$ cat config.mk
export PLATFORM = sky130hd
export DESIGN_NAME = morse_paddle_keyer
export DESIGN_NICKNAME = d
export VERILOG_FILES = /design/src/hdl/mpk_pkg.sv /design/src/hdl/morse_paddle_keyer.sv
export VERILOG_INCLUDE_DIRS = /design/src /design/src/hdl
export SDC_FILE = /design/constraint.sdc
export NUM_CORES = 1
export LEC_CHECK = 0
export BUFFER_PORTS_ARGS = -buffer_cell sky130_fd_sc_hd__buf_2
export CORE_ASPECT_RATIO = 1.1
export CORE_MARGIN = 2
export CORE_UTILIZATION = 40
export CTS_BUF_LIST = sky130_fd_sc_hd__clkbuf_8
export DETAILED_ROUTE_END_ITERATION = 6
export PLACE_DENSITY_LB_ADDON = 0.3
export SLEW_MARGIN = 20
export SYNTH_ARGS = -nofsm -noshare
export SYNTH_HDL_FRONTEND = slang
export SYNTH_SLANG_ARGS = --single-unit
$ cat constraint.sdc
create_clock -name clock -period 8.5 [get_ports clock]
set_input_delay 1.7 -clock clock [delete_from_list [all_inputs] [get_ports clock]]
set_output_delay 1.7 -clock clock [all_outputs]
set_load 0.01 [all_outputs]
$ cat src/hdl/morse_paddle_keyer_assert.svh
// Assertion macros shared by the Morse keyer RTL.
// Needs a clock named clock and an active-high reset named reset in scope.
`ifndef MORSE_PADDLE_KEYER_ASSERT_SVH
`define MORSE_PADDLE_KEYER_ASSERT_SVH

// Same-cycle implication, checked outside reset.
`define MPK_ASSERT_SAME(lbl, ante, cons, msg) \
   lbl: assert property (@(posedge clock) disable iff (reset) (ante) |-> (cons)) else $error(msg);

// Next-cycle implication, checked outside reset.
`define MPK_ASSERT_NEXT(lbl, ante, cons, msg) \
   lbl: assert property (@(posedge clock) disable iff (reset) (ante) |=> (cons)) else $error(msg);

`endif

$ cat src/hdl/mpk_pkg.sv
// Types and constants for the Morse paddle keyer.
// No dependencies; used by morse_paddle_keyer.
package mpk_pkg;

   typedef enum logic {
      CMD_TICK = 1'b0,
      CMD_KNOB = 1'b1
   } cmd_type;

   typedef enum logic [1:0] {
      CSR_MIN_GAP          = 2'd0,
      CSR_RELEASE_HOLD     = 2'd1,
      CSR_DEBOUNCE_TICKS   = 2'd2,
      CSR_TONE_HALF_PERIOD = 2'd3
   } csr_index_type;

   localparam int CSR_DATA_W = 12;

   typedef struct packed {
      cmd_type    command;
      logic       dot_paddle;
      logic       dash_paddle;
      logic       mode_button;
      logic [9:0] knob_sample;
   } req_payload_type;

   typedef struct packed {
      logic        key_down;
      logic        auto_mode;
      logic [11:0] tone_compare;
      logic [5:0]  dot_length;
   } rsp_payload_type;

   localparam logic [7:0]  MIN_GAP_RST          = 8'd30;
   localparam logic [7:0]  RELEASE_HOLD_RST     = 8'd10;
   localparam logic [7:0]  DEBOUNCE_TICKS_RST   = 8'd100;
   localparam logic [11:0] TONE_HALF_PERIOD_RST = 12'd1812;
   localparam logic [5:0]  DOT_TICKS_RST        = 6'd50;
   localparam logic [7:0]  DASH_TICKS_RST       = 8'd150;
   localparam logic [5:0]  DOT_BASE             = 6'd30;
   localparam logic [11:0] TONE_FLOOR           = 12'd1;

endpackage

$ cat src/hdl/morse_paddle_keyer.sv
// Morse paddle keyer: tick-driven dot/dash timing, manual keying and knob control.
// Depends on mpk_pkg and morse_paddle_keyer_assert.svh.
//
//   channel   direction  handshake                  payload
//   req_      in         req_valid / req_ready      mpk_pkg::req_payload_type
//   rsp_      out        rsp_valid / rsp_ready      mpk_pkg::rsp_payload_type
//   csr_      in         csr_we, no handshake       csr_addr, csr_wdata
//
// The result of each request is registered at the accepting edge and
// shown from the next cycle. The keyer state updates once per request, so one
// request a cycle is sustained. A held result stalls the input only while rsp_ready
// is low. Reset is synchronous and restores the CSR registers and all keyer state.
module morse_paddle_keyer (
   input  logic                          clock,
   input  logic                          reset,
   input  logic                          req_valid,
   output logic                          req_ready,
   input  mpk_pkg::req_payload_type      req_payload,
   output logic                          rsp_valid,
   input  logic                          rsp_ready,
   output mpk_pkg::rsp_payload_type      rsp_payload,
   input  logic                          csr_we,
   input  mpk_pkg::csr_index_type        csr_addr,
   input  logic [mpk_pkg::CSR_DATA_W-1:0] csr_wdata
);
   import mpk_pkg::*;

`include "morse_paddle_keyer_assert.svh"

   logic [7:0]  min_gap_ff, release_hold_ff, debounce_ticks_ff;
   logic [11:0] tone_half_period_ff;

   logic [7:0]  on_count_ff, on_count_in;
   logic [7:0]  off_count_ff, off_count_in;
   logic        element_running_ff, element_running_in;
   logic        auto_flag_ff, auto_flag_in;
   logic [5:0]  dot_ticks_ff, dot_ticks_in;
   logic [7:0]  dash_ticks_ff, dash_ticks_in;
   logic        button_level_ff, button_level_in;
   logic [7:0]  debounce_count_ff, debounce_count_in;
   logic        gate_on_ff, gate_on_in;
   logic [11:0] tone_value_ff, tone_value_in;

   logic            rsp_valid_ff, rsp_valid_in;
   rsp_payload_type rsp_payload_ff;

   logic        req_accept;
   logic [10:0] knob_double;
   logic [11:0] tone_knob;
   logic [5:0]  dot_knob;
   logic [7:0]  dash_knob;

   assign req_ready  = !rsp_valid_ff || rsp_ready;
   assign req_accept = req_valid && req_ready;
   assign rsp_valid  = rsp_valid_ff;
   assign rsp_payload = rsp_payload_ff;
   assign rsp_valid_in = req_accept || (rsp_valid_ff && !rsp_ready);

   // Knob mapping: tone value floors at one, dot length spans 30 to 61 ticks.
   assign knob_double = {req_payload.knob_sample, 1'b0};
   assign tone_knob   = (tone_half_period_ff > {1'b0, knob_double})
                        ? (tone_half_period_ff - {1'b0, knob_double}) : TONE_FLOOR;
   assign dot_knob    = {1'b0, req_payload.knob_sample[9:5]} + DOT_BASE;
   assign dash_knob   = {1'b0, dot_knob, 1'b0} + {2'b00, dot_knob};

   always_comb begin
      logic       lvl_v, auto_v, gate_v, run_v, any_v;
      logic [7:0] deb_v, on_v, off_v;

      on_count_in        = on_count_ff;
      off_count_in       = off_count_ff;
      element_running_in = element_running_ff;
      auto_flag_in       = auto_flag_ff;
      dot_ticks_in       = dot_ticks_ff;
      dash_ticks_in      = dash_ticks_ff;
      button_level_in    = button_level_ff;
      debounce_count_in  = debounce_count_ff;
      gate_on_in         = gate_on_ff;
      tone_value_in      = tone_value_ff;

      lvl_v  = button_level_ff;
      deb_v  = debounce_count_ff;
      auto_v = auto_flag_ff;
      gate_v = gate_on_ff;
      run_v  = element_running_ff;
      on_v   = on_count_ff;
      off_v  = off_count_ff;
      any_v  = !req_payload.dot_paddle || !req_payload.dash_paddle;

      if (req_payload.command == CMD_KNOB) begin
         if (!auto_flag_ff) begin
            tone_value_in = tone_knob;
         end else begin
            dot_ticks_in  = dot_knob;
            dash_ticks_in = dash_knob;
         end
      end else begin
         // Debounce the mode button; a press that gets through toggles the mode.
         if ((req_payload.mode_button != lvl_v) && (deb_v == 8'd0)) begin
            deb_v = debounce_ticks_ff;
            lvl_v = req_payload.mode_button;
            if (!lvl_v) begin
               auto_v = !auto_v;
            end
         end
         if (deb_v != 8'd0) begin
            deb_v = deb_v - 8'd1;
         end

         if (auto_v) begin
            if (!run_v) begin
               if (!req_payload.dot_paddle) begin
                  on_v  = {2'b00, dot_ticks_ff};
                  run_v = 1'b1;
               end else if (!req_payload.dash_paddle) begin
                  on_v  = dash_ticks_ff;
                  run_v = 1'b1;
               end
            end
            if (on_v != 8'd0) begin
               gate_v = 1'b1;
               on_v   = on_v - 8'd1;
               if (on_v == 8'd0) begin
                  off_v = {2'b00, dot_ticks_ff};
               end
            end else begin
               gate_v = 1'b0;
            end
            if (off_v != 8'd0) begin
               off_v = off_v - 8'd1;
               if (off_v == 8'd0) begin
                  run_v = 1'b0;
               end
            end
         end else begin
            if (off_v != 8'd0) begin
               off_v = off_v - 8'd1;
            end
            if (!any_v) begin
               if (on_v != 8'd0) begin
                  on_v = on_v - 8'd1;
               end
               if (on_v == 8'd0) begin
                  off_v  = min_gap_ff;
                  gate_v = 1'b0;
               end
            end else if (off_v == 8'd0) begin
               gate_v = 1'b1;
               if (on_v > release_hold_ff) begin
                  on_v = on_v - 8'd1;
               end
               if (on_v == 8'd0) begin
                  on_v = min_gap_ff;
               end
            end
         end

         button_level_in    = lvl_v;
         debounce_count_in  = deb_v;
         auto_flag_in       = auto_v;
         gate_on_in         = gate_v;
         element_running_in = run_v;
         on_count_in        = on_v;
         off_count_in       = off_v;
      end
   end

   always_ff @(posedge clock) begin
      if (reset) begin
         min_gap_ff          <= MIN_GAP_RST;
         release_hold_ff     <= RELEASE_HOLD_RST;
         debounce_ticks_ff   <= DEBOUNCE_TICKS_RST;
         tone_half_period_ff <= TONE_HALF_PERIOD_RST;
      end else if (csr_we) begin
         unique case (csr_addr)
            CSR_MIN_GAP:          min_gap_ff          <= csr_wdata[7:0];
            CSR_RELEASE_HOLD:     release_hold_ff     <= csr_wdata[7:0];
            CSR_DEBOUNCE_TICKS:   debounce_ticks_ff   <= csr_wdata[7:0];
            CSR_TONE_HALF_PERIOD: tone_half_period_ff <= csr_wdata[11:0];
            default: ;
         endcase
      end
   end

   always_ff @(posedge clock) begin
      if (reset) begin
         on_count_ff        <= 8'd0;
         off_count_ff       <= 8'd0;
         element_running_ff <= 1'b0;
         auto_flag_ff       <= 1'b1;
         dot_ticks_ff       <= DOT_TICKS_RST;
         dash_ticks_ff      <= DASH_TICKS_RST;
         button_level_ff    <= 1'b1;
         debounce_count_ff  <= 8'd0;
         gate_on_ff         <= 1'b1;
         tone_value_ff      <= TONE_HALF_PERIOD_RST;
         rsp_valid_ff       <= 1'b0;
      end else begin
         rsp_valid_ff <= rsp_valid_in;
         if (req_accept) begin
            on_count_ff        <= on_count_in;
            off_count_ff       <= off_count_in;
            element_running_ff <= element_running_in;
            auto_flag_ff       <= auto_flag_in;
            dot_ticks_ff       <= dot_ticks_in;
            dash_ticks_ff      <= dash_ticks_in;
            button_level_ff    <= button_level_in;
            debounce_count_ff  <= debounce_count_in;
            gate_on_ff         <= gate_on_in;
            tone_value_ff      <= tone_value_in;
         end
      end
   end

   always_ff @(posedge clock) begin
      if (req_accept) begin
         rsp_payload_ff.key_down     <= gate_on_in;
         rsp_payload_ff.auto_mode    <= auto_flag_in;
         rsp_payload_ff.tone_compare <= tone_value_in;
         rsp_payload_ff.dot_length   <= dot_ticks_in;
      end
   end

   `MPK_ASSERT_NEXT(a_accept_gives_result, req_accept, rsp_valid_ff, "accepted request produced no result")
   `MPK_ASSERT_SAME(a_tone_nonzero, rsp_valid_ff, rsp_payload_ff.tone_compare != 12'd0, "tone compare reached zero")
   `MPK_ASSERT_SAME(a_dot_floor, rsp_valid_ff, rsp_payload_ff.dot_length >= DOT_BASE, "dot length below its floor")
   `MPK_ASSERT_NEXT(a_mode_only_on_request, !req_accept, $stable(auto_flag_ff), "mode changed without a request")

endmodule
Yosys cells after proc, flatten, opt, wreduce, memory -nomap -nowiden:

Cells that the tools add are included.

* output and inout port bits: 22
* bits of input ports: 33
* word-level logic and storage cells: 120
* flip-flop bits (word level): 111

* add/sub/neg operators: 8
* bitwise gates (word level): 1
* mux-type cells: 53
* $lt $le $gt $ge: 2
* reductions and logical operators: 32
* equality and inequality tests: 5

Operators by type and width (count)
* $mux 8: 33
* $logic_not 8->1: 6
* $reduce_bool 8->1: 5
* $sub 8x1->8 const B: 5
* $mux 12: 3
* $mux 1: 15
* $gt 12x11->1: 1
* $mux 6: 2
* $reduce_and 3->1: 4
* $sub 12x11->12: 1
* $reduce_and 2->1: 5
* $add 7x6->8: 1
* $gt 8x8->1: 1
* $add 5x5->6 const B: 1
* $logic_not 1->1: 5
* $eq 2x2->1 const B: 2
* $logic_and 1x1->1: 3
* $logic_or 1x1->1: 3
* $ne 3x1->1 const B: 1
* $eq 2x1->1 const B: 1
* $logic_not 2->1: 1
* $ne 1x1->1: 1
* $not 1->1: 1

Logic depth before layout (Yosys ltp):

* depth after elaboration: 16
* gate-level depth with buffers: 20
* mapped depth without buffers: 17

Worst setup path before layout:

Ideal clock, no wire load.

* path kind: input port to flip-flop
* start: in req_payload[12] (netlist name)
* end: reg off_count_ff[0]
* setup slack: 3017 ps
* arrival time: 5351 ps
* data required time: 8368 ps
* stages on the path: 19
* library setup time: 132 ps
* buffers on the path: 4
* cell sequence: buf_6 > a21o_1 > buf_6 > a221oi_2 > ha_1 > buf_2 > nor3_1 > a22o_1 > o211ai_4 > buf_6 > mux2i_1 > ha_1 > nor4b_1 > nand2_1 > nor2_1 > xnor2_1 > mux2i_1 > o211ai_1 > a21oi_1

* cells in the longest elaborated chain, start to end: 13
* elaborated cells on any way between the ends: 18
* classes of those cells: add/sub: 2; mux: 11; reduce/logical: 5

RTL lines
* start, declared: line morse_paddle_keyer.sv:18 `input mpk_pkg::req_payload_type req_payload,`
* $mux 8: line morse_paddle_keyer.sv:112 `if (!req_payload.dot_paddle) begin`
* $mux 8: line morse_paddle_keyer.sv:111 `if (!run_v) begin`
* $mux 8: line morse_paddle_keyer.sv:110 `if (auto_v) begin`
* $mux 8: line morse_paddle_keyer.sv:90 `if (req_payload.command == CMD_KNOB) begin`
* $sub 8x1->8: line morse_paddle_keyer.sv:122 `on_v = on_v - 8'd1;`
* $logic_not 8->1: line morse_paddle_keyer.sv:123 `if (on_v == 8'd0) begin`
* $mux 8: line morse_paddle_keyer.sv:123
* $mux 8: line morse_paddle_keyer.sv:120 `if (on_v != 8'd0) begin`
* $mux 8: line morse_paddle_keyer.sv:110
* $mux 8: line morse_paddle_keyer.sv:90
* $sub 8x1->8 or $reduce_bool 8->1 (tied branches): line morse_paddle_keyer.sv:130, morse_paddle_keyer.sv:129
* $mux 8: line morse_paddle_keyer.sv:129 `if (off_v != 8'd0) begin`
* $mux 8 *: line morse_paddle_keyer.sv:110
* end signal, assigned: line morse_paddle_keyer.sv:202 `off_count_ff <= off_count_in;`
* end, declared: line morse_paddle_keyer.sv:34 `logic [7:0] off_count_ff, off_count_in;`

Every way passes the cells marked *; elsewhere a longest branch is shown, timed or not. The select of a mux whose other input is x is not followed.
A chain may end at the register's enable or synchronous reset.

Worst setup path in the final report:

Ends and elaborated chain as after synthesis.

==> results.py <==
metrics = {
    "run_status": {
        "run_status": "completed",
    },
    "place": {
        "placed_area_um2": 7770,
        "hpwlAfterDp_um": 14100,
        "port_buffers": 54,
        "place_congestion": 0.889,
    },
    "setup_path": {
        "critPathMaxStageDelay_ns": 0.58,
        "cp_data_arrival_time_ns": 6.02,
        "cp_num_buf_inv": 1,
        "crit_fanout": 18,
        "crit_path_start_kind": "primary input",
        "endpoint_kind": "flop",
        "crit_slowest_cell": "a221oi_2",
        "cp_cell_sequence": "buf_2 > a21o_1 > a221oi_2 > ha_1 > nor3_1 > a22o_1 > o211ai_4 > mux2i_1 > ha_1 > nor4b_1 > nand2_1 > nor2_1 > xnor2_1 > mux2i_1 > o211ai_1 > a21oi_1",
        "crit_required_ns": 8.75,
        "crit_type": "primary input to flop",
        "crit_family": "compound AO/OA/AOI/OAI gates",
    },
    "floorplanning": {
        "fp.dieH_um": 147,
        "ios": 55,
        "coreArea_um2": 18300,
        "rows": 52,
        "die_area_um2": 19600,
        "die_x_um": 134,
        "initial_core_util_pct": 40.4,
    },
    "logic_synthesis": {
        "postSynthCellCount": 910,
        "synth-main-ff-cell": "dfxtp_1",
        "syn-num-nets": 981,
        "synth.cell_area_um2": 7390,
        "ys_seq_area_share_pct": 32.8,
        "yosysWarnings": 0,
        "synth-seq-cells": 111,
        "synth_area_leader_cell": "dfxtp_1",
        "yosysTopAreaCellShare_pct": 24.7,
        "ys_types": 76,
        "synth.area.top_cells": "dfxtp_1 (25%), edfxtp_1 (8.1%), ha_1 (6.3%)",
        "synth_most_common_cell": "nand2_1",
        "async_flop_share_pct": 0,
        "synth.avg_cell_area_um2": 8.12,
        "synth_common_cells": "nand2_1 (123), dfxtp_1 (91), nor2_1 (87)",
        "synth_edf_count": 20,
    },
    "global_routing": {
        "grt_max_degree": 95,
        "antenna_found_initial": 0,
        "grt_pass1_vias": 6182,
        "grt_pass1_wl_um": 32100,
        "gr-total-overflow": 0,
        "track_usage_pct": 20.3,
    },
    "layout": {
        "layout-drive-gt1-share_pct": 11.0,
        "fin_util_pct": 43.4,
        "area.growth.synth_to_final_pct": 7.49,
        "fin_area_um2": 7940,
        "antennaDiodeCount": 0,
        "layout.nets": 996,
        "fillers": 1846,
    },
    "timing": {
        "skew_ns": 0.0169,
        "tightest_slew_ns": 1.05,
        "timing.hold.ws_ns": 0.456,
        "setup_viol": 0,
        "drv_slew": 0,
        "post-route-period-util_pct": 67.9,
        "period_needed_ns": 5.77,
        "slew_headroom_pct": 30.3,
        "hold_viol_final": 0,
        "fmax_mhz": 173,
        "rsz0062_at_grt": "false",
        "fin_tns_setup_ns": 0,
    },
    "cts": {
        "cts_tree": "built",
        "cts_buffers": 9,
        "cts_root_buf": "clkbuf_8",
        "cts_hold_buf": 0,
        "htree_levels": 3,
        "clk_pin_slew_ns": 0.11,
        "post_cts_resized": 0,
        "post-cts-setup-buffers": 0,
        "cts.sinks": 111,
        "clockBufferDepth": 2,
        "insertion_delay_ns": 0.40,
    },
    "pwr": {
        "power_mw": 2.02,
        "vdd.ir_drop.worst_v": 0.000179,
        "p_per_area_nw_per_um2": 254,
        "p_leak_nw": 3.20,
    },
    "drt": {
        "dr.first_iter.drc_count": 488,
        "via_count": 6558,
        "wl_per_cell_um": 16.5,
        "routed_wl_um": 19400,
        "post-route-drc-count": 0,
        "vias_per_cell": 5.59,
        "ant_nets": 0,
        "drt_pass1_iterations": 5,
    },
    "run": {
        "maxCapViolCount": 0,
    },
    "hold_path": {
        "min_path_type": "flop to flop",
    },
}
## placed cells by master, fill, tap and decap left out, drive strengths merged, types with 9 or more instances in the layout
cell	count
nand3	16
buf	61
o21a	9
clkbuf	9
nand2b	10
a21oi	70
xnor2	29
a22o	12
ha	37
edfxtp	20
o21ai	29
nor3b	10
nor2	88
nor2b	10
a31oi	9
xor2	21
a211oi	17
nor3	23
nand3b	14
a211o	14
nand4	11
dfxtp	91
mux2i	20
inv	50
nor4	10
nand2	124
## path summary, 6_finish.rpt
kind	startpoint	endpoint	slack (ns)	depth (start not counted)
max	req_payload[12]	off_count_ff[0]	2.73	16
min	debounce_ticks_ff[7]	debounce_ticks_ff[7]	0.46	2
max reg2reg	element_running_ff	off_count_ff[0]	3.69	15
min reg2reg	debounce_ticks_ff[7]	debounce_ticks_ff[7]	0.46	2
## cell families (layout without fill, tap and decap cells)
group | count (synthesis) | in the layout | synth area share, %
AO/OA/AOI/OAI | 229 | 229 | 22.3
XOR/XNOR | 50 | 50 | 5.93
adder cells (fa/ha/maj) | 38 | 38 | 6.54
buffers and inverters | 104 | 124 | 5.72
flip-flops | 111 | 111 | 32.8
multiplexers | 24 | 24 | 3.54
AND/OR/NAND/NOR | 354 | 354 | 23.2
## per-stage QoR
step                      worst slack [ns]  cells
after floorplan                       3.02    910
after global placement                2.37   1157
after detailed placement              2.32   1157
after CTS                             2.74   1173
after global routing                  2.26   1173
final                                 2.73   1173
## worst min-delay path, stage by stage (launching register included)
cell and delay (ns):
dfxtp_1 0.32, nand2_1 0.05, a21oi_1 0.05
## registers in the layout (all words and copies together) (netlist names)
| signal | flops |
|---|---|
| rsp_valid | 1 |
| debounce_count_ff | 8 |
| rsp_payload | 20 |
| tone_value_ff | 12 |
| button_level_ff | 1 |
| release_hold_ff | 8 |
| auto_flag_ff | 1 |
| dot_ticks_ff | 6 |
| min_gap_ff | 8 |
| on_count_ff | 8 |
| debounce_ticks_ff | 8 |
| off_count_ff | 8 |
| gate_on_ff | 1 |
| tone_half_period_ff | 12 |
| dash_ticks_ff | 8 |
| element_running_ff | 1 |
## cell type report
| cell class | count | area [µm²] | area share (%) |
|---|---|---|---|
| sequential | 111 | 2420 | 30.5 |
| tap | 243 | 304 | 3.83 |
| multi-input combinational | 695 | 4540 | 57.2 |
| inverter | 47 | 176 | 2.22 |
| clock buffer | 9 | 124 | 1.56 |
| timing repair buffer | 61 | 323 | 4.07 |
| clock inverter | 7 | 48.8 | 0.615 |
## where the power goes
group / switching [mW] / leakage [nW] / internal (mW)
registers: 0.0778 / 0.924 / 0.588
logic: 0.624 / 2.19 / 0.423
clock network: 0.198 / 0.0941 / 0.108
## metal layers
metal  part of all wire [%]  wire [µm]  global-route usage (%)  up-vias
li1                       -          -                       -     3264
met4                    2.1        399                    7.02        0
met2                     46       8970                    32.4      172
met3                    5.1        987                    3.16       33
met5                      0          0                       0        -
met1                     47       9030                    27.9     3089
Note: power is estimated with default switching activity, not from simulation.
